File: config.mk
export PLATFORM = sky130hd
export DESIGN_NAME = sprite_quad_batcher_unit
export DESIGN_NICKNAME = d
export VERILOG_FILES = /design/src/rtl/sqb_pkg.sv /design/src/rtl/sqb_front.sv /design/src/rtl/sqb_job_queue.sv /design/src/rtl/sqb_back.sv /design/src/rtl/sprite_quad_batcher_unit.sv
export VERILOG_INCLUDE_DIRS = /design/src /design/src/rtl
export SDC_FILE = /design/constraint.sdc
export NUM_CORES = 2
export LEC_CHECK = 0
export BUFFER_PORTS_ARGS = -buffer_cell sky130_fd_sc_hd__buf_2
export CORE_MARGIN = 1
export CORE_UTILIZATION = 58
export DETAILED_ROUTE_END_ITERATION = 10
export GPL_ROUTABILITY_DRIVEN = 0
export MAX_ROUTING_LAYER = met4
export PLACE_DENSITY = 0.76
export SLEW_MARGIN = 25
export SYNTH_ARGS = -nofsm -noshare
export SYNTH_HDL_FRONTEND = slang
export SYNTH_HIERARCHICAL = 1
export SYNTH_SLANG_ARGS = --single-unit
File: constraint.sdc
create_clock -name clock -period 33.7 [get_ports clock]
set_input_delay 8.425 -clock clock [delete_from_list [all_inputs] [get_ports clock]]
set_output_delay 8.425 -clock clock [all_outputs]
set_load 0.02 [all_outputs]
File: src/rtl/assert_macros.svh
// Assertion helpers shared by the RTL. Each macro takes a label, the clock,
// the reset and the property terms; the synthesis branch expands to nothing.
`ifndef ASSERT_MACROS_SVH
`define ASSERT_MACROS_SVH
`ifndef SYNTHESIS
`define SQB_ASSERT(label, clk, rst, prop) \
   label: assert property (@(posedge clk) disable iff (rst) (prop)) \
      else $error("sqb assertion failed");
`define SQB_ASSERT_IMPL(label, clk, rst, ante, cons) \
   label: assert property (@(posedge clk) disable iff (rst) (ante) |-> (cons)) \
      else $error("sqb implication failed");
`define SQB_ASSERT_NEXT(label, clk, rst, ante, cons) \
   label: assert property (@(posedge clk) disable iff (rst) (ante) |=> (cons)) \
      else $error("sqb next-cycle check failed");
`else
`define SQB_ASSERT(label, clk, rst, prop)
`define SQB_ASSERT_IMPL(label, clk, rst, ante, cons)
`define SQB_ASSERT_NEXT(label, clk, rst, ante, cons)
`endif
`endif

File: src/rtl/sqb_pkg.sv
package sqb_pkg;

   // Batch limits
   localparam int TEXTURE_SLOTS    = 16;
   localparam int MAX_QUADS        = 1024;
   localparam int INDICES_PER_QUAD = 6;
   localparam int QUAD_LIMIT       = INDICES_PER_QUAD * MAX_QUADS;

   localparam int SLOT_IDX_W = $clog2(TEXTURE_SLOTS);
   localparam int SLOT_CNT_W = $clog2(TEXTURE_SLOTS + 1);
   localparam int IDX_CNT_W  = $clog2(QUAD_LIMIT + 1);

   // Fixed field widths
   localparam int SLOT_W = 4;
   localparam int DRAW_W = 13;

   // Job queue between front and back
   localparam int QUEUE_DEPTH = 4;
   localparam int QUEUE_PTR_W = $clog2(QUEUE_DEPTH);
   localparam int QUEUE_CNT_W = $clog2(QUEUE_DEPTH + 1);

   // Request operations
   localparam logic [1:0] OP_DRAW  = 2'd0;
   localparam logic [1:0] OP_BEGIN = 2'd1;
   localparam logic [1:0] OP_END   = 2'd2;

   // Result kinds
   localparam logic [1:0] KIND_VERTEX = 2'd0;
   localparam logic [1:0] KIND_BIND   = 2'd1;
   localparam logic [1:0] KIND_DRAW   = 2'd2;

   typedef struct packed {
      logic [1:0]         operation;
      logic signed [31:0] mat_xx;
      logic signed [31:0] mat_xy;
      logic signed [31:0] mat_xt;
      logic signed [31:0] mat_yx;
      logic signed [31:0] mat_yy;
      logic signed [31:0] mat_yt;
      logic signed [31:0] mat_zx;
      logic signed [31:0] mat_zy;
      logic signed [31:0] mat_zt;
      logic [31:0]        texture_handle;
      logic [31:0]        color_rgba;
   } req_type;

   typedef struct packed {
      logic [1:0]         kind;
      logic signed [31:0] pos_x;
      logic signed [31:0] pos_y;
      logic signed [31:0] pos_z;
      logic               tex_u;
      logic               tex_v;
      logic [31:0]        vertex_color;
      logic [SLOT_W-1:0]  slot;
      logic [31:0]        bound_handle;
      logic [DRAW_W-1:0]  draw_indices;
      logic               last;
   } rsp_type;

   // One queued job: a quad, a slot bind or a draw command
   typedef struct packed {
      logic [1:0]         kind;
      logic               last;
      logic signed [31:0] mat_xx;
      logic signed [31:0] mat_xy;
      logic signed [31:0] mat_xt;
      logic signed [31:0] mat_yx;
      logic signed [31:0] mat_yy;
      logic signed [31:0] mat_yt;
      logic signed [31:0] mat_zx;
      logic signed [31:0] mat_zy;
      logic signed [31:0] mat_zt;
      logic [31:0]        color;
      logic [SLOT_W-1:0]  slot;
      logic [31:0]        handle;
      logic [DRAW_W-1:0]  indices;
   } job_type;

   // Slot table index as carried in a result
   function automatic logic [SLOT_W-1:0] to_slot_field(input logic [SLOT_IDX_W-1:0] idx);
      return SLOT_W'(idx);
   endfunction

endpackage

File: src/rtl/sqb_front.sv
module sqb_front (
   input  logic             clock,
   input  logic             reset,
   input  logic             req_valid,
   output logic             req_stall,
   input  sqb_pkg::req_type req_data,
   output logic             push_valid,
   output sqb_pkg::job_type push_job,
   input  logic             queue_full
);

   localparam logic [1:0] ST_IDLE  = 2'd0;
   localparam logic [1:0] ST_CHECK = 2'd1;
   localparam logic [1:0] ST_BIND  = 2'd2;
   localparam logic [1:0] ST_DRAW  = 2'd3;

   logic [1:0]                       state_ff, state_in;
   sqb_pkg::req_type                 req_ff, req_in;
   logic [sqb_pkg::SLOT_CNT_W-1:0]   slots_used_ff, slots_used_in;
   logic [sqb_pkg::IDX_CNT_W-1:0]    index_total_ff, index_total_in;
   logic [sqb_pkg::SLOT_IDX_W-1:0]   bind_cnt_ff, bind_cnt_in;
   logic [31:0]                      handles_ff [sqb_pkg::TEXTURE_SLOTS];
   logic [31:0]                      handles_in [sqb_pkg::TEXTURE_SLOTS];

   logic                             hit;
   logic [sqb_pkg::SLOT_IDX_W-1:0]   hit_idx;
   logic [sqb_pkg::SLOT_IDX_W-1:0]   new_idx;
   logic                             quad_full;
   logic                             table_full;
   logic                             batch_empty;
   logic                             bind_done;
   sqb_pkg::job_type                 quad_job;

   assign req_stall = (state_ff != ST_IDLE);

   // Hold the request while it is classified
   assign req_in = (state_ff == ST_IDLE && req_valid) ? req_data : req_ff;

   // Search the used slots, lowest match wins
   always_comb begin
      hit     = 1'b0;
      hit_idx = '0;
      for (int i = sqb_pkg::TEXTURE_SLOTS - 1; i >= 0; i--) begin
         if (sqb_pkg::SLOT_CNT_W'(i) < slots_used_ff &&
             handles_ff[i] == req_ff.texture_handle) begin
            hit     = 1'b1;
            hit_idx = sqb_pkg::SLOT_IDX_W'(i);
         end
      end
   end

   assign new_idx     = slots_used_ff[sqb_pkg::SLOT_IDX_W-1:0];
   assign quad_full   = (index_total_ff >= sqb_pkg::IDX_CNT_W'(sqb_pkg::QUAD_LIMIT));
   assign table_full  = (slots_used_ff >= sqb_pkg::SLOT_CNT_W'(sqb_pkg::TEXTURE_SLOTS));
   assign batch_empty = (index_total_ff == '0);
   assign bind_done   = (sqb_pkg::SLOT_CNT_W'(bind_cnt_ff) + sqb_pkg::SLOT_CNT_W'(1)
                         == slots_used_ff);

   // Quad job for the current sprite
   always_comb begin
      quad_job        = '0;
      quad_job.kind   = sqb_pkg::KIND_VERTEX;
      quad_job.last   = 1'b1;
      quad_job.mat_xx = req_ff.mat_xx;
      quad_job.mat_xy = req_ff.mat_xy;
      quad_job.mat_xt = req_ff.mat_xt;
      quad_job.mat_yx = req_ff.mat_yx;
      quad_job.mat_yy = req_ff.mat_yy;
      quad_job.mat_yt = req_ff.mat_yt;
      quad_job.mat_zx = req_ff.mat_zx;
      quad_job.mat_zy = req_ff.mat_zy;
      quad_job.mat_zt = req_ff.mat_zt;
      quad_job.color  = req_ff.color_rgba;
      quad_job.slot   = sqb_pkg::to_slot_field(hit ? hit_idx : new_idx);
   end

   // Classify, allocate slots and sequence flushes
   always_comb begin
      state_in       = state_ff;
      slots_used_in  = slots_used_ff;
      index_total_in = index_total_ff;
      bind_cnt_in    = bind_cnt_ff;
      handles_in     = handles_ff;
      push_valid     = 1'b0;
      push_job       = '0;
      unique case (state_ff)
         ST_IDLE: begin
            if (req_valid) begin
               state_in = ST_CHECK;
            end
         end
         ST_CHECK: begin
            unique case (req_ff.operation)
               sqb_pkg::OP_BEGIN: begin
                  index_total_in = '0;
                  slots_used_in  = sqb_pkg::SLOT_CNT_W'(1);
                  state_in       = ST_IDLE;
               end
               sqb_pkg::OP_END: begin
                  bind_cnt_in = '0;
                  state_in    = batch_empty ? ST_IDLE : ST_BIND;
               end
               sqb_pkg::OP_DRAW: begin
                  if (quad_full) begin
                     bind_cnt_in = '0;
                     state_in    = ST_BIND;
                  end else if (hit || !table_full) begin
                     if (!queue_full) begin
                        push_valid     = 1'b1;
                        push_job       = quad_job;
                        index_total_in = index_total_ff +
                                         sqb_pkg::IDX_CNT_W'(sqb_pkg::INDICES_PER_QUAD);
                        if (!hit) begin
                           handles_in[new_idx] = req_ff.texture_handle;
                           slots_used_in       = slots_used_ff + sqb_pkg::SLOT_CNT_W'(1);
                        end
                        state_in = ST_IDLE;
                     end
                  end else if (!batch_empty) begin
                     bind_cnt_in = '0;
                     state_in    = ST_BIND;
                  end else begin
                     // nothing to flush: just start over
                     index_total_in = '0;
                     slots_used_in  = sqb_pkg::SLOT_CNT_W'(1);
                  end
               end
               default: begin
                  state_in = ST_IDLE;
               end
            endcase
         end
         ST_BIND: begin
            if (!queue_full) begin
               push_valid      = 1'b1;
               push_job.kind   = sqb_pkg::KIND_BIND;
               push_job.slot   = sqb_pkg::to_slot_field(bind_cnt_ff);
               push_job.handle = handles_ff[bind_cnt_ff];
               if (bind_done) begin
                  state_in = ST_DRAW;
               end else begin
                  bind_cnt_in = bind_cnt_ff + sqb_pkg::SLOT_IDX_W'(1);
               end
            end
         end
         ST_DRAW: begin
            if (!queue_full) begin
               push_valid       = 1'b1;
               push_job.kind    = sqb_pkg::KIND_DRAW;
               push_job.indices = sqb_pkg::DRAW_W'(index_total_ff);
               push_job.last    = (req_ff.operation == sqb_pkg::OP_END);
               if (req_ff.operation == sqb_pkg::OP_END) begin
                  state_in = ST_IDLE;
               end else begin
                  // flushed ahead of a sprite: restart the batch, look up again
                  index_total_in = '0;
                  slots_used_in  = sqb_pkg::SLOT_CNT_W'(1);
                  state_in       = ST_CHECK;
               end
            end
         end
         default: begin
            state_in = ST_IDLE;
         end
      endcase
   end

   always_ff @(posedge clock) begin
      if (reset) begin
         state_ff       <= ST_IDLE;
         slots_used_ff  <= sqb_pkg::SLOT_CNT_W'(1);
         index_total_ff <= '0;
         bind_cnt_ff    <= '0;
         for (int i = 0; i < sqb_pkg::TEXTURE_SLOTS; i++) begin
            handles_ff[i] <= '0;
         end
      end else begin
         state_ff       <= state_in;
         slots_used_ff  <= slots_used_in;
         index_total_ff <= index_total_in;
         bind_cnt_ff    <= bind_cnt_in;
         handles_ff     <= handles_in;
      end
   end

   always_ff @(posedge clock) begin
      req_ff <= req_in;
   end

endmodule

File: src/rtl/sqb_job_queue.sv
module sqb_job_queue (
   input  logic             clock,
   input  logic             reset,
   input  logic             push_valid,
   input  sqb_pkg::job_type push_job,
   output logic             full,
   input  logic             pop,
   output sqb_pkg::job_type head,
   output logic             empty
);

   sqb_pkg::job_type                entries_ff [sqb_pkg::QUEUE_DEPTH];
   sqb_pkg::job_type                entries_in [sqb_pkg::QUEUE_DEPTH];
   logic [sqb_pkg::QUEUE_PTR_W-1:0] wr_ptr_ff, wr_ptr_in;
   logic [sqb_pkg::QUEUE_PTR_W-1:0] rd_ptr_ff, rd_ptr_in;
   logic [sqb_pkg::QUEUE_CNT_W-1:0] count_ff, count_in;
   logic                            do_push;
   logic                            do_pop;

   assign full    = (count_ff == sqb_pkg::QUEUE_CNT_W'(sqb_pkg::QUEUE_DEPTH));
   assign empty   = (count_ff == '0);
   assign head    = entries_ff[rd_ptr_ff];
   assign do_push = push_valid && !full;
   assign do_pop  = pop && !empty;

   // Advance pointers with wrap at the queue depth
   always_comb begin
      entries_in = entries_ff;
      wr_ptr_in  = wr_ptr_ff;
      rd_ptr_in  = rd_ptr_ff;
      count_in   = count_ff;
      if (do_push) begin
         entries_in[wr_ptr_ff] = push_job;
         wr_ptr_in = (wr_ptr_ff == sqb_pkg::QUEUE_PTR_W'(sqb_pkg::QUEUE_DEPTH - 1)) ?
                     '0 : wr_ptr_ff + sqb_pkg::QUEUE_PTR_W'(1);
      end
      if (do_pop) begin
         rd_ptr_in = (rd_ptr_ff == sqb_pkg::QUEUE_PTR_W'(sqb_pkg::QUEUE_DEPTH - 1)) ?
                     '0 : rd_ptr_ff + sqb_pkg::QUEUE_PTR_W'(1);
      end
      if (do_push && !do_pop) begin
         count_in = count_ff + sqb_pkg::QUEUE_CNT_W'(1);
      end else if (do_pop && !do_push) begin
         count_in = count_ff - sqb_pkg::QUEUE_CNT_W'(1);
      end
   end

   always_ff @(posedge clock) begin
      if (reset) begin
         wr_ptr_ff <= '0;
         rd_ptr_ff <= '0;
         count_ff  <= '0;
      end else begin
         wr_ptr_ff <= wr_ptr_in;
         rd_ptr_ff <= rd_ptr_in;
         count_ff  <= count_in;
      end
   end

   always_ff @(posedge clock) begin
      entries_ff <= entries_in;
   end

endmodule

File: src/rtl/sqb_back.sv
module sqb_back (
   input  logic             clock,
   input  logic             reset,
   input  logic             job_valid,
   input  sqb_pkg::job_type job_head,
   output logic             job_pop,
   output logic             rsp_valid,
   input  logic             rsp_stall,
   output sqb_pkg::rsp_type rsp_data
);

   // Job in progress; rows keep 2t-c0 and 2t+c0 so a corner needs one add
   typedef struct packed {
      logic [1:0]                  kind;
      logic                        last;
      logic [31:0]                 color;
      logic [sqb_pkg::SLOT_W-1:0]  slot;
      logic [31:0]                 handle;
      logic [sqb_pkg::DRAW_W-1:0]  indices;
      logic [33:0]                 x_lo;
      logic [33:0]                 x_hi;
      logic [31:0]                 x_c1;
      logic [33:0]                 y_lo;
      logic [33:0]                 y_hi;
      logic [31:0]                 y_c1;
      logic [33:0]                 z_lo;
      logic [33:0]                 z_hi;
      logic [31:0]                 z_c1;
   } back_work_type;

   back_work_type    work_ff, work_in;
   logic             work_valid_ff, work_valid_in;
   logic [1:0]       corner_ff, corner_in;
   logic             rsp_valid_ff, rsp_valid_in;
   sqb_pkg::rsp_type rsp_ff, rsp_in;
   sqb_pkg::rsp_type result;
   back_work_type    loaded;
   logic             advance;
   logic             emit;
   logic             finishing;
   logic             load;
   logic             sx;
   logic             sy;

   // Corner position: halve (base +- c1) toward minus infinity, saturate to 32 bits
   function automatic logic [31:0] corner_pos(input logic [33:0] lo,
                                              input logic [33:0] hi,
                                              input logic [31:0] c1,
                                              input logic        px,
                                              input logic        py);
      logic [34:0] base;
      logic [34:0] term;
      logic [34:0] sum;
      logic [33:0] half;
      base = px ? {hi[33], hi} : {lo[33], lo};
      term = {{3{c1[31]}}, c1};
      sum  = py ? base + term : base - term;
      half = sum[34:1];
      if (half[33:31] == 3'b000 || half[33:31] == 3'b111) begin
         return half[31:0];
      end
      return half[33] ? 32'h8000_0000 : 32'h7FFF_FFFF;
   endfunction

   assign rsp_valid = rsp_valid_ff;
   assign rsp_data  = rsp_ff;

   // Corner order (-,-) (+,-) (+,+) (-,+)
   assign sx = corner_ff[0] ^ corner_ff[1];
   assign sy = corner_ff[1];

   assign advance   = !rsp_valid_ff || !rsp_stall;
   assign emit      = work_valid_ff && advance;
   assign finishing = emit && (work_ff.kind != sqb_pkg::KIND_VERTEX || corner_ff == 2'd3);
   assign load      = job_valid && (!work_valid_ff || finishing);
   assign job_pop   = load;

   // Pre-add the translation and first column of each row
   always_comb begin
      loaded         = '0;
      loaded.kind    = job_head.kind;
      loaded.last    = job_head.last;
      loaded.color   = job_head.color;
      loaded.slot    = job_head.slot;
      loaded.handle  = job_head.handle;
      loaded.indices = job_head.indices;
      loaded.x_lo = {job_head.mat_xt[31], job_head.mat_xt, 1'b0} -
                    {{2{job_head.mat_xx[31]}}, job_head.mat_xx};
      loaded.x_hi = {job_head.mat_xt[31], job_head.mat_xt, 1'b0} +
                    {{2{job_head.mat_xx[31]}}, job_head.mat_xx};
      loaded.x_c1 = job_head.mat_xy;
      loaded.y_lo = {job_head.mat_yt[31], job_head.mat_yt, 1'b0} -
                    {{2{job_head.mat_yx[31]}}, job_head.mat_yx};
      loaded.y_hi = {job_head.mat_yt[31], job_head.mat_yt, 1'b0} +
                    {{2{job_head.mat_yx[31]}}, job_head.mat_yx};
      loaded.y_c1 = job_head.mat_yy;
      loaded.z_lo = {job_head.mat_zt[31], job_head.mat_zt, 1'b0} -
                    {{2{job_head.mat_zx[31]}}, job_head.mat_zx};
      loaded.z_hi = {job_head.mat_zt[31], job_head.mat_zt, 1'b0} +
                    {{2{job_head.mat_zx[31]}}, job_head.mat_zx};
      loaded.z_c1 = job_head.mat_zy;
   end

   // Build the next result beat
   always_comb begin
      result      = '0;
      result.kind = work_ff.kind;
      case (work_ff.kind)
         sqb_pkg::KIND_VERTEX: begin
            result.pos_x        = corner_pos(work_ff.x_lo, work_ff.x_hi, work_ff.x_c1, sx, sy);
            result.pos_y        = corner_pos(work_ff.y_lo, work_ff.y_hi, work_ff.y_c1, sx, sy);
            result.pos_z        = corner_pos(work_ff.z_lo, work_ff.z_hi, work_ff.z_c1, sx, sy);
            result.tex_u        = sx;
            result.tex_v        = sy;
            result.vertex_color = work_ff.color;
            result.slot         = work_ff.slot;
            result.last         = work_ff.last && (corner_ff == 2'd3);
         end
         sqb_pkg::KIND_BIND: begin
            result.slot         = work_ff.slot;
            result.bound_handle = work_ff.handle;
            result.last         = work_ff.last;
         end
         sqb_pkg::KIND_DRAW: begin
            result.draw_indices = work_ff.indices;
            result.last         = work_ff.last;
         end
         default: begin
            result = '0;
         end
      endcase
   end

   // Step corners, swap in the next job as the current one drains
   always_comb begin
      work_in       = work_ff;
      work_valid_in = work_valid_ff;
      corner_in     = corner_ff;
      rsp_valid_in  = rsp_valid_ff;
      rsp_in        = rsp_ff;
      if (load) begin
         work_in       = loaded;
         work_valid_in = 1'b1;
         corner_in     = 2'd0;
      end else if (finishing) begin
         work_valid_in = 1'b0;
      end else if (emit) begin
         corner_in = corner_ff + 2'd1;
      end
      if (advance) begin
         rsp_valid_in = emit;
      end
      if (emit) begin
         rsp_in = result;
      end
   end

   always_ff @(posedge clock) begin
      if (reset) begin
         work_valid_ff <= 1'b0;
         corner_ff     <= 2'd0;
         rsp_valid_ff  <= 1'b0;
      end else begin
         work_valid_ff <= work_valid_in;
         corner_ff     <= corner_in;
         rsp_valid_ff  <= rsp_valid_in;
      end
   end

   always_ff @(posedge clock) begin
      work_ff <= work_in;
      rsp_ff  <= rsp_in;
   end

endmodule

File: src/rtl/sprite_quad_batcher_unit.sv
// beat      dir  valid / stall          payload
// request   in   req_valid / req_stall  sqb_pkg::req_type (draw, begin, end)
// result    out  rsp_valid / rsp_stall  sqb_pkg::rsp_type (vertex, bind, draw)
//
// A request is registered and then classified; the front takes no new request
// until it has classified the last one. The back emits one result beat per cycle
// while rsp_stall is low, four vertex beats per sprite. A flush adds one beat per
// used slot plus one for the draw command, sequenced through the slot table.
// Reset empties the batch: slot 0 holds handle 0, no indices counted.
// A stalled result holds in the output register; the four-job queue lets the
// front keep classifying until it fills, after which the front holds req_stall high.
`include "assert_macros.svh"

module sprite_quad_batcher_unit (
   input  logic             clock,
   input  logic             reset,
   input  logic             req_valid,
   output logic             req_stall,
   input  sqb_pkg::req_type req_data,
   output logic             rsp_valid,
   input  logic             rsp_stall,
   output sqb_pkg::rsp_type rsp_data
);

   logic             q_push;
   sqb_pkg::job_type q_job;
   logic             q_full;
   logic             q_pop;
   sqb_pkg::job_type q_head;
   logic             q_empty;

   sqb_front u_front (
      .clock      (clock),
      .reset      (reset),
      .req_valid  (req_valid),
      .req_stall  (req_stall),
      .req_data   (req_data),
      .push_valid (q_push),
      .push_job   (q_job),
      .queue_full (q_full)
   );

   sqb_job_queue u_queue (
      .clock      (clock),
      .reset      (reset),
      .push_valid (q_push),
      .push_job   (q_job),
      .full       (q_full),
      .pop        (q_pop),
      .head       (q_head),
      .empty      (q_empty)
   );

   sqb_back u_back (
      .clock     (clock),
      .reset     (reset),
      .job_valid (!q_empty),
      .job_head  (q_head),
      .job_pop   (q_pop),
      .rsp_valid (rsp_valid),
      .rsp_stall (rsp_stall),
      .rsp_data  (rsp_data)
   );

   // Queue is never overrun or drained past empty
   `SQB_ASSERT_IMPL(a_push_has_room, clock, reset, q_push, !q_full)
   `SQB_ASSERT_IMPL(a_pop_has_job, clock, reset, q_pop, !q_empty)
   // A draw command always carries indices; a bind never ends a request
   `SQB_ASSERT_IMPL(a_draw_not_empty, clock, reset, rsp_valid && rsp_data.kind == sqb_pkg::KIND_DRAW, rsp_data.draw_indices != '0)
   `SQB_ASSERT_IMPL(a_bind_not_last, clock, reset, rsp_valid && rsp_data.kind == sqb_pkg::KIND_BIND, !rsp_data.last)

endmodule
## Word level (Yosys, flattened, before mapping)

Cells that the tools add are included.

| operators by class | value |
|---|---|
| add/subtract/negate cells | 21 |
| bitwise logic cells | 9 |
| equality and inequality tests | 47 |
| mux-type cells | 127 |
| reductions and logical operators | 67 |
| magnitude comparators | 24 |

Operator list:

| operator | count |
|---|---|
| 372-bit two-way mux | 6 |
| 1488-bit bitwise mux | 1 |
| 372-bit binary-select mux with 2-bit select | 1 |
| 372-bit demux with 2-bit select | 1 |
| 512-bit bitwise mux | 1 |
| 32-bit equality test | 16 |
| 32-bit two-way mux | 12 |
| 370-bit two-way mux | 1 |
| 320-bit two-way mux | 1 |
| 35-bit two-way mux | 6 |
| 32-bit binary-select mux with 4-bit select | 1 |
| 32-bit demux with 4-bit select | 1 |
| 35-bit adder | 3 |
| 35-bit subtractor | 3 |
| 33-bit by 32-bit adder with 34-bit output | 3 |
| 33-bit by 32-bit subtractor with 34-bit output | 3 |
| 13-bit two-way mux | 7 |
| 4-bit two-way mux | 22 |
| 13-bit case mux with 2 select lines | 3 |
| 36-bit case mux with 2 select lines | 1 |
| 4-bit by 5-bit less-than comparator with 1-bit output, first input constant | 8 |
| 36-bit two-way mux | 1 |
| 5-bit two-way mux | 7 |
| 1-bit two-way mux | 30 |
| other kinds (53) | 156 |

| word-level totals | value |
|---|---|
| flip-flop bits (word level) | 2955 |
| output and inout bits | 184 |
| logic and storage cells | 419 |
| bits of input ports | 358 |

## Depth between registers and ports, before layout

| depth | value |
|---|---|
| depth after elaboration | 28 |
| depth in mapped cells | 23 |

## By module

The synthesis kept the hierarchy.

Modules (own cells, without submodules):

| module | cells each | instances | sequential area each (sq um) | area each (sq um) |
|---|---|---|---|---|
| sqb_job_queue | 1992 | 1 | 44823.0 | 54173.2 |
| sqb_front | 4007 | 1 | 21340.5 | 45200.9 |
| sqb_back | 3564 | 1 | 16986.3 | 37220.7 |
| sprite_quad_batcher_unit | 1 | 1 | 0.0 | 3.8 |

## Worst setup path before layout

No wires, ideal clock.

| path | value |
|---|---|
| kind | input -> register |
| start point | in rsp_stall |
| end point | reg u_queue/count_ff[2] (netlist bit) |
| arrival | 20362 ps |
| stages | 10 |
| required time | 33630 ps |
| setup time | 70 ps |
| buffers on the path | 0 |
| path slack | 13268 ps |
| cells stage by stage | and2_1 > o21ai_0 > and2_1 > o31ai_1 > ha_1 > inv_1 > fa_1 > xor2_1 > or3_1 > a21oi_1 |

| between the ends | value |
|---|---|
| cells in the longest elaborated chain, start to end | 10 |

Ends and longest elaborated chain:

| what | line | text |
|---|---|---|
| start: declaration | sprite_quad_batcher_unit.sv:21 | `input logic rsp_stall,` |
| 1-bit logical NOT * | sqb_back.sv:72 | `assign advance = !rsp_valid_ff \|\| !rsp_stall;` |
| 1-bit logical OR * | sqb_back.sv:72 |  |
| 1-bit logical AND * | sqb_back.sv:73 | `assign emit = work_valid_ff && advance;` |
| 1-bit logical AND * | sqb_back.sv:74 | `assign finishing = emit && (work_ff.kind != sqb_pkg::KIND_VERTEX \|\| corner_ff == 2'd3);` |
| 1-bit logical OR * | sqb_back.sv:75 | `assign load = job_valid && (!work_valid_ff \|\| finishing);` |
| 1-bit logical AND * | sqb_back.sv:75 |  |
| net q_pop | sprite_quad_batcher_unit.sv:28 | `logic q_pop;` |
| 1-bit logical AND * | sqb_job_queue.sv:24 | `assign do_pop = pop && !empty;` |
| 1-bit logical NOT | sqb_job_queue.sv:41 | `if (do_push && !do_pop) begin` |
| 1-bit logical AND | sqb_job_queue.sv:41 |  |
| 3-bit two-way mux or 2-bit nonzero test (tied branches) | -- |  |
| end signal: assignment | sqb_job_queue.sv:56 | `count_ff <= count_in;` |
| end: declaration | sqb_job_queue.sv:16 | `logic [sqb_pkg::QUEUE_CNT_W-1:0] count_ff, count_in;` |

Mark *: on every way through the listed nets, which the timed path passes. The rest lies on a longest branch.
A chain may end at the register's enable or synchronous reset.

## Worst setup path after layout

| path | value |
|---|---|
| start point | in rsp_stall |
| end point | reg u_back/work_ff[101] (netlist bit) (enable) |

| between the ends | value |
|---|---|
| cells in the longest elaborated chain, start to end | 6 |

Ends and longest elaborated chain:

| what | line | text |
|---|---|---|
| 1-bit logical NOT | sqb_back.sv:72 |  |
| 1-bit logical OR | sqb_back.sv:72 |  |
| 1-bit logical AND | sqb_back.sv:73 |  |
| 1-bit logical AND | sqb_back.sv:74 |  |
| 1-bit logical OR | sqb_back.sv:75 |  |
| 1-bit logical AND | sqb_back.sv:75 |  |
| net q_pop | sprite_quad_batcher_unit.sv:28 |  |
| end signal: assignment | sqb_back.sv:171 | `work_ff <= work_in;` |
| end: declaration | sqb_back.sv:31 | `back_work_type work_ff, work_in;` |

The timed path passes the listed nets, and every way through them passes these cells.

==> flow_summary.json <==
{
  "cts-htree-levels": 5,
  "endpoint_of_the_worst_setup_timing_path": "u_back/work_ff[101]$_DFFE_PP_",
  "cellInternalPower_mw": 6.36,
  "timing.critical_path.slowest_stage_cell": "sky130_fd_sc_hd__buf_4",
  "synth_warn": 6,
  "period_share_pct": 32.8,
  "path_clk_slew_ns": 0.06,
  "vdd.ir_drop.worst_v": 0.0000630,
  "largest_net_degree_at_the_start_of_global_routing": 221,
  "mostFrequentLayoutCells": "sky130_fd_sc_hd__edfxtp_1, sky130_fd_sc_hd__nor2_1, sky130_fd_sc_hd__buf_2, sky130_fd_sc_hd__dfxtp_1, sky130_fd_sc_hd__mux4_2",
  "power_frac_comb_pct": 10.0,
  "power_density_cells_nw_per_um2": 55.3,
  "global_route.overflow_total": 0,
  "critical_path_cell_list": "buf_2 -> and2_1 -> o21ai_0 -> and2_4 -> buf_4 -> buf_4",
  "cp_data_required_time_ns": 34.23,
  "first_pass_grt_wire_length_mm": 510,
  "p_clk_share_pct": 40.6,
  "routed_wl_mm": 345,
  "critPathBufInv": 3,
  "critical_path.endpoint_type": "register",
  "drt_iter0_markers": 8529,
  "maximum_clock_insertion_buffer_count": 4,
  "dp_cells": 12786,
  "fp.dieArea_sq_um": 237000,
  "detail-route-antenna-nets": 0,
  "worst_hold_path_type": "register to register",
  "timing.final.setup_violations": 0,
  "number_of_global_route_vias_before_repair": 81347,
  "syn-mean-instance-area_sq_um": 14.3,
  "power.total_mw": 8.37,
  "cts_setup_buffers": 0,
  "dieHeight_microns": 487,
  "worstSetupStartpoint": "rsp_stall",
  "crit-reg2reg-capture": "u_queue/entries_ff[1052]$_DFFE_PP_",
  "synthToLayoutAreaGrowth_pct": 10.9,
  "drive_gt1_share_pct": 18.6,
  "synth-seq-area-share_pct": 60.9,
  "insertion_delay_to_the_later_sink_of_the_worst_skew_pair_ns": 0.96,
  "viasPerCell": 6.21,
  "cp_top_delay_family": "buffers and inverters",
  "detailedRoute.firstPassIterationCount": 9,
  "number_of_clock_buffers_inserted_by_tritoncts": 319,
  "report.final.slew_viol_count": 0,
  "switchingPower_mw": 2.01,
  "hpwlAfterDp_mm": 230,
  "synth_fp_nets": 10250,
  "synth_cells": 9564,
  "synth-main-ff-cell": "sky130_fd_sc_hd__edfxtp_1",
  "worst_hold_slack_ns": 0.525,
  "maxClockFrequency_ghz": 0.0904,
  "design.core.area_sq_um": 233000,
  "critical_path.max_fanout": 68,
  "rsz_0062_raised_after_global_routing": "no",
  "register_to_register_setup_slack_ns": 25.60,
  "tritoncts_clock_tree": "done",
  "hold_buffers": 0,
  "slew_headroom_pct": 22.0,
  "swShare_pct": 24.0,
  "mostFrequentLayoutCell": "sky130_fd_sc_hd__edfxtp_1",
  "finalHoldViolations": 0,
  "fin_crit_ns": 11.06,
  "worst_slew_pin_slew_ns": 1.16,
  "synth_async_sr_flop_share_pct": 0,
  "portBuffers": 541,
  "outcome": "finished, final reports clean",
  "drcViolationCount": 0,
  "detailroute.via_count": 82998,
  "routedWlPerCell_microns": 25.9,
  "critical-path-top-cell-by-count": "sky130_fd_sc_hd__buf_4",
  "totalNegativeSetupSlack_ns": 0,
  "track_usage_pct": 29.6,
  "boundaryPins": 542,
  "antenna_found_initial": 31,
  "clock-sinks": 2951,
  "synth.distinct_cells": 110,
  "p_leak_nw": 56.1,
  "row_count": 177,
  "postCtsResizedCells": 0,
  "chipWidth_microns": 487,
  "layoutNonFillerInstCount": 13357,
  "nFillCells": 16363,
  "final_net_count": 10664,
  "sort_of_element_at_the_start_of_the_critical_path": "input port",
  "max_cap_viol_count": 0,
  "critPathKind": "input port to register",
  "critical_path.max_stage_delay_ns": 0.87,
  "synth.ff_latch_count": 2951,
  "clk_root_buffer_cell": "sky130_fd_sc_hd__clkbuf_16",
  "critPathArrivalTime_ns": 11.59,
  "worst_r2r_path_depth": 14,
  "netlist_area_sq_um": 137000,
  "synth_edf_count": 2405,
  "timing.critical_path.depth": 6,
  "worst_clock_skew_ns": 0.0722,
  "worstReg2RegStart": "u_front/slots_used_ff[3]$_SDFFE_PP0P_",
  "initial_core_utilization_pct": 58.5,
  "share_seq_of_total_power_pct": 49.4
}
==> how the worst min path moves through the flow <==
stage,cells after the start,to,slack [ns],start
2_1_floorplan,2,u_back/rsp_valid$_SDFFE_PP0N_,0.45,u_back/work_valid_ff$_SDFFE_PP0P_
3_3_place_gp,2,u_queue/wr_ptr_ff[1]$_SDFFE_PP0P_,0.50,u_queue/wr_ptr_ff[1]$_SDFFE_PP0P_
3_5_place_dp,1,u_back/rsp_data[32]$_SDFFCE_PN0P_,0.51,u_back/work_ff[331]$_DFFE_PP_
4_1_cts,2,u_front/index_total_ff[7]$_SDFFE_PP0P_,0.52,u_front/index_total_ff[7]$_SDFFE_PP0P_
5_1_grt,1,u_back/rsp_data[32]$_SDFFCE_PN0P_,0.54,u_back/work_ff[331]$_DFFE_PP_
6_report,1,u_back/rsp_data[51]$_SDFFCE_PN0P_,0.53,u_back/work_ff[350]$_DFFE_PP_
==> area by class of cell <==
class	count	area, sq um	share of cell area, %
tap	3132	3920	2.59
inverter	287	1080	0.711
clock buffer	390	8440	5.57
sequential	2951	83200	54.9
multi-input combinational	5749	49300	32.6
antenna	13	32.5	0.0215
timing repair buffer	670	3890	2.57
clock inverter	165	1640	1.08
==> metal layers <==
metal / routed length [microns] / track usage, % / part of all wire, %
met3: 28000 / 5.16 / 8.1
met4: 21500 / 15.8 / 6.2
met5: 0 / - / 0
met2: 162000 / 45.5 / 47
met1: 134000 / 37.7 / 39
==> state kept, by name (all words and copies together), names as in the netlist <==
name / cells
u_front/index_total_ff: 12
u_back/rsp_valid: 1
u_front/handles_ff: 512
u_front/bind_cnt_ff: 4
u_front/req_ff: 34
u_back/corner_ff: 2
u_front/quad_job: 320
u_back/work_ff: 381
u_queue/count_ff: 3
u_back/work_valid_ff: 1
u_front/slots_used_ff: 5
u_queue/wr_ptr_ff: 2
u_queue/rd_ptr_ff: 2
u_back/rsp_data: 182
u_queue/entries_ff: 1488
u_front/state_ff: 2
==> cells by family after synthesis <==
| logic type | count (synthesis) | share of synthesized area [%] |
|---|---|---|
| adder cells (fa/ha/maj) | 328 | 3.06 |
| AO/OA/AOI/OAI | 1047 | 5.03 |
| AND/OR/NAND/NOR | 2348 | 8.92 |
| XOR/XNOR | 872 | 5.61 |
| buffers and inverters | 864 | 3.09 |
| multiplexers | 1153 | 13.4 |
| flip-flops | 2951 | 60.9 |
| other | 1 | 0.00275 |
==> synthesized netlist by cell type, types with 20 or more instances <==
library cell / number / area share, %
sky130_fd_sc_hd__nand3_1: 85 / 0.31
sky130_fd_sc_hd__mux4_2: 532 / 8.8
sky130_fd_sc_hd__edfxtp_1: 2405 / 53
sky130_fd_sc_hd__nor2_1: 869 / 2.4
sky130_fd_sc_hd__o21ai_0: 180 / 0.66
sky130_fd_sc_hd__mux2_2: 102 / 0.84
sky130_fd_sc_hd__and2_1: 430 / 2.0
sky130_fd_sc_hd__or3_1: 27 / 0.12
sky130_fd_sc_hd__nand2_1: 172 / 0.47
sky130_fd_sc_hd__a21oi_1: 323 / 1.2
sky130_fd_sc_hd__o31ai_1: 32 / 0.18
sky130_fd_sc_hd__dfxtp_1: 546 / 8.0
sky130_fd_sc_hd__ha_1: 318 / 2.9
sky130_fd_sc_hd__o21a_1: 29 / 0.16
sky130_fd_sc_hd__xor2_1: 385 / 2.5
sky130_fd_sc_hd__inv_1: 279 / 0.77
sky130_fd_sc_hd__nand2b_1: 56 / 0.26
sky130_fd_sc_hd__buf_6: 64 / 0.53
sky130_fd_sc_hd__or4_1: 33 / 0.18
sky130_fd_sc_hd__a31o_2: 40 / 0.26
sky130_fd_sc_hd__xnor2_1: 483 / 3.1
sky130_fd_sc_hd__buf_2: 102 / 0.37
sky130_fd_sc_hd__nand4_1: 182 / 0.83
sky130_fd_sc_hd__o211ai_1: 30 / 0.16
sky130_fd_sc_hd__mux2i_1: 519 / 3.8
sky130_fd_sc_hd__and3_1: 65 / 0.30
sky130_fd_sc_hd__a211oi_1: 28 / 0.15
sky130_fd_sc_hd__a21o_1: 97 / 0.53
sky130_fd_sc_hd__buf_4: 89 / 0.49
sky130_fd_sc_hd__a31oi_1: 35 / 0.16
sky130_fd_sc_hd__nor4_1: 137 / 0.63
sky130_fd_sc_hd__clkbuf_1: 288 / 0.79
sky130_fd_sc_hd__buf_1: 30 / 0.082
sky130_fd_sc_hd__o21ai_2: 20 / 0.13
sky130_fd_sc_hd__o21bai_1: 50 / 0.27
sky130_fd_sc_hd__nor3_1: 130 / 0.48
sky130_fd_sc_hd__nor2b_1: 46 / 0.21
==> metrics by stage <==
stage	worst slack, ns	utilization (%)	area, sq um
final	22.64	64.9	151000
after detailed placement	21.50	60.5	141000
after global placement	21.58	60.5	141000
after floorplan	13.27	-	137000
after global routing	22.47	64.9	151000
after CTS	22.48	64.8	151000
==> power by group through the flow <==
| stage | combinational, mW | sequential [mW] | clock (mW) |
|---|---|---|---|
| floorplan | 0.537 | 4.26 | 0 |
| global placement | 0.792 | 4.21 | 0 |
| detailed placement | 0.810 | 4.21 | 0 |
| CTS | 0.815 | 4.14 | 3.45 |
| global route | 0.885 | 4.14 | 3.59 |
| finish | 0.836 | 4.14 | 3.40 |
Power figures use the tool's default switching activity.
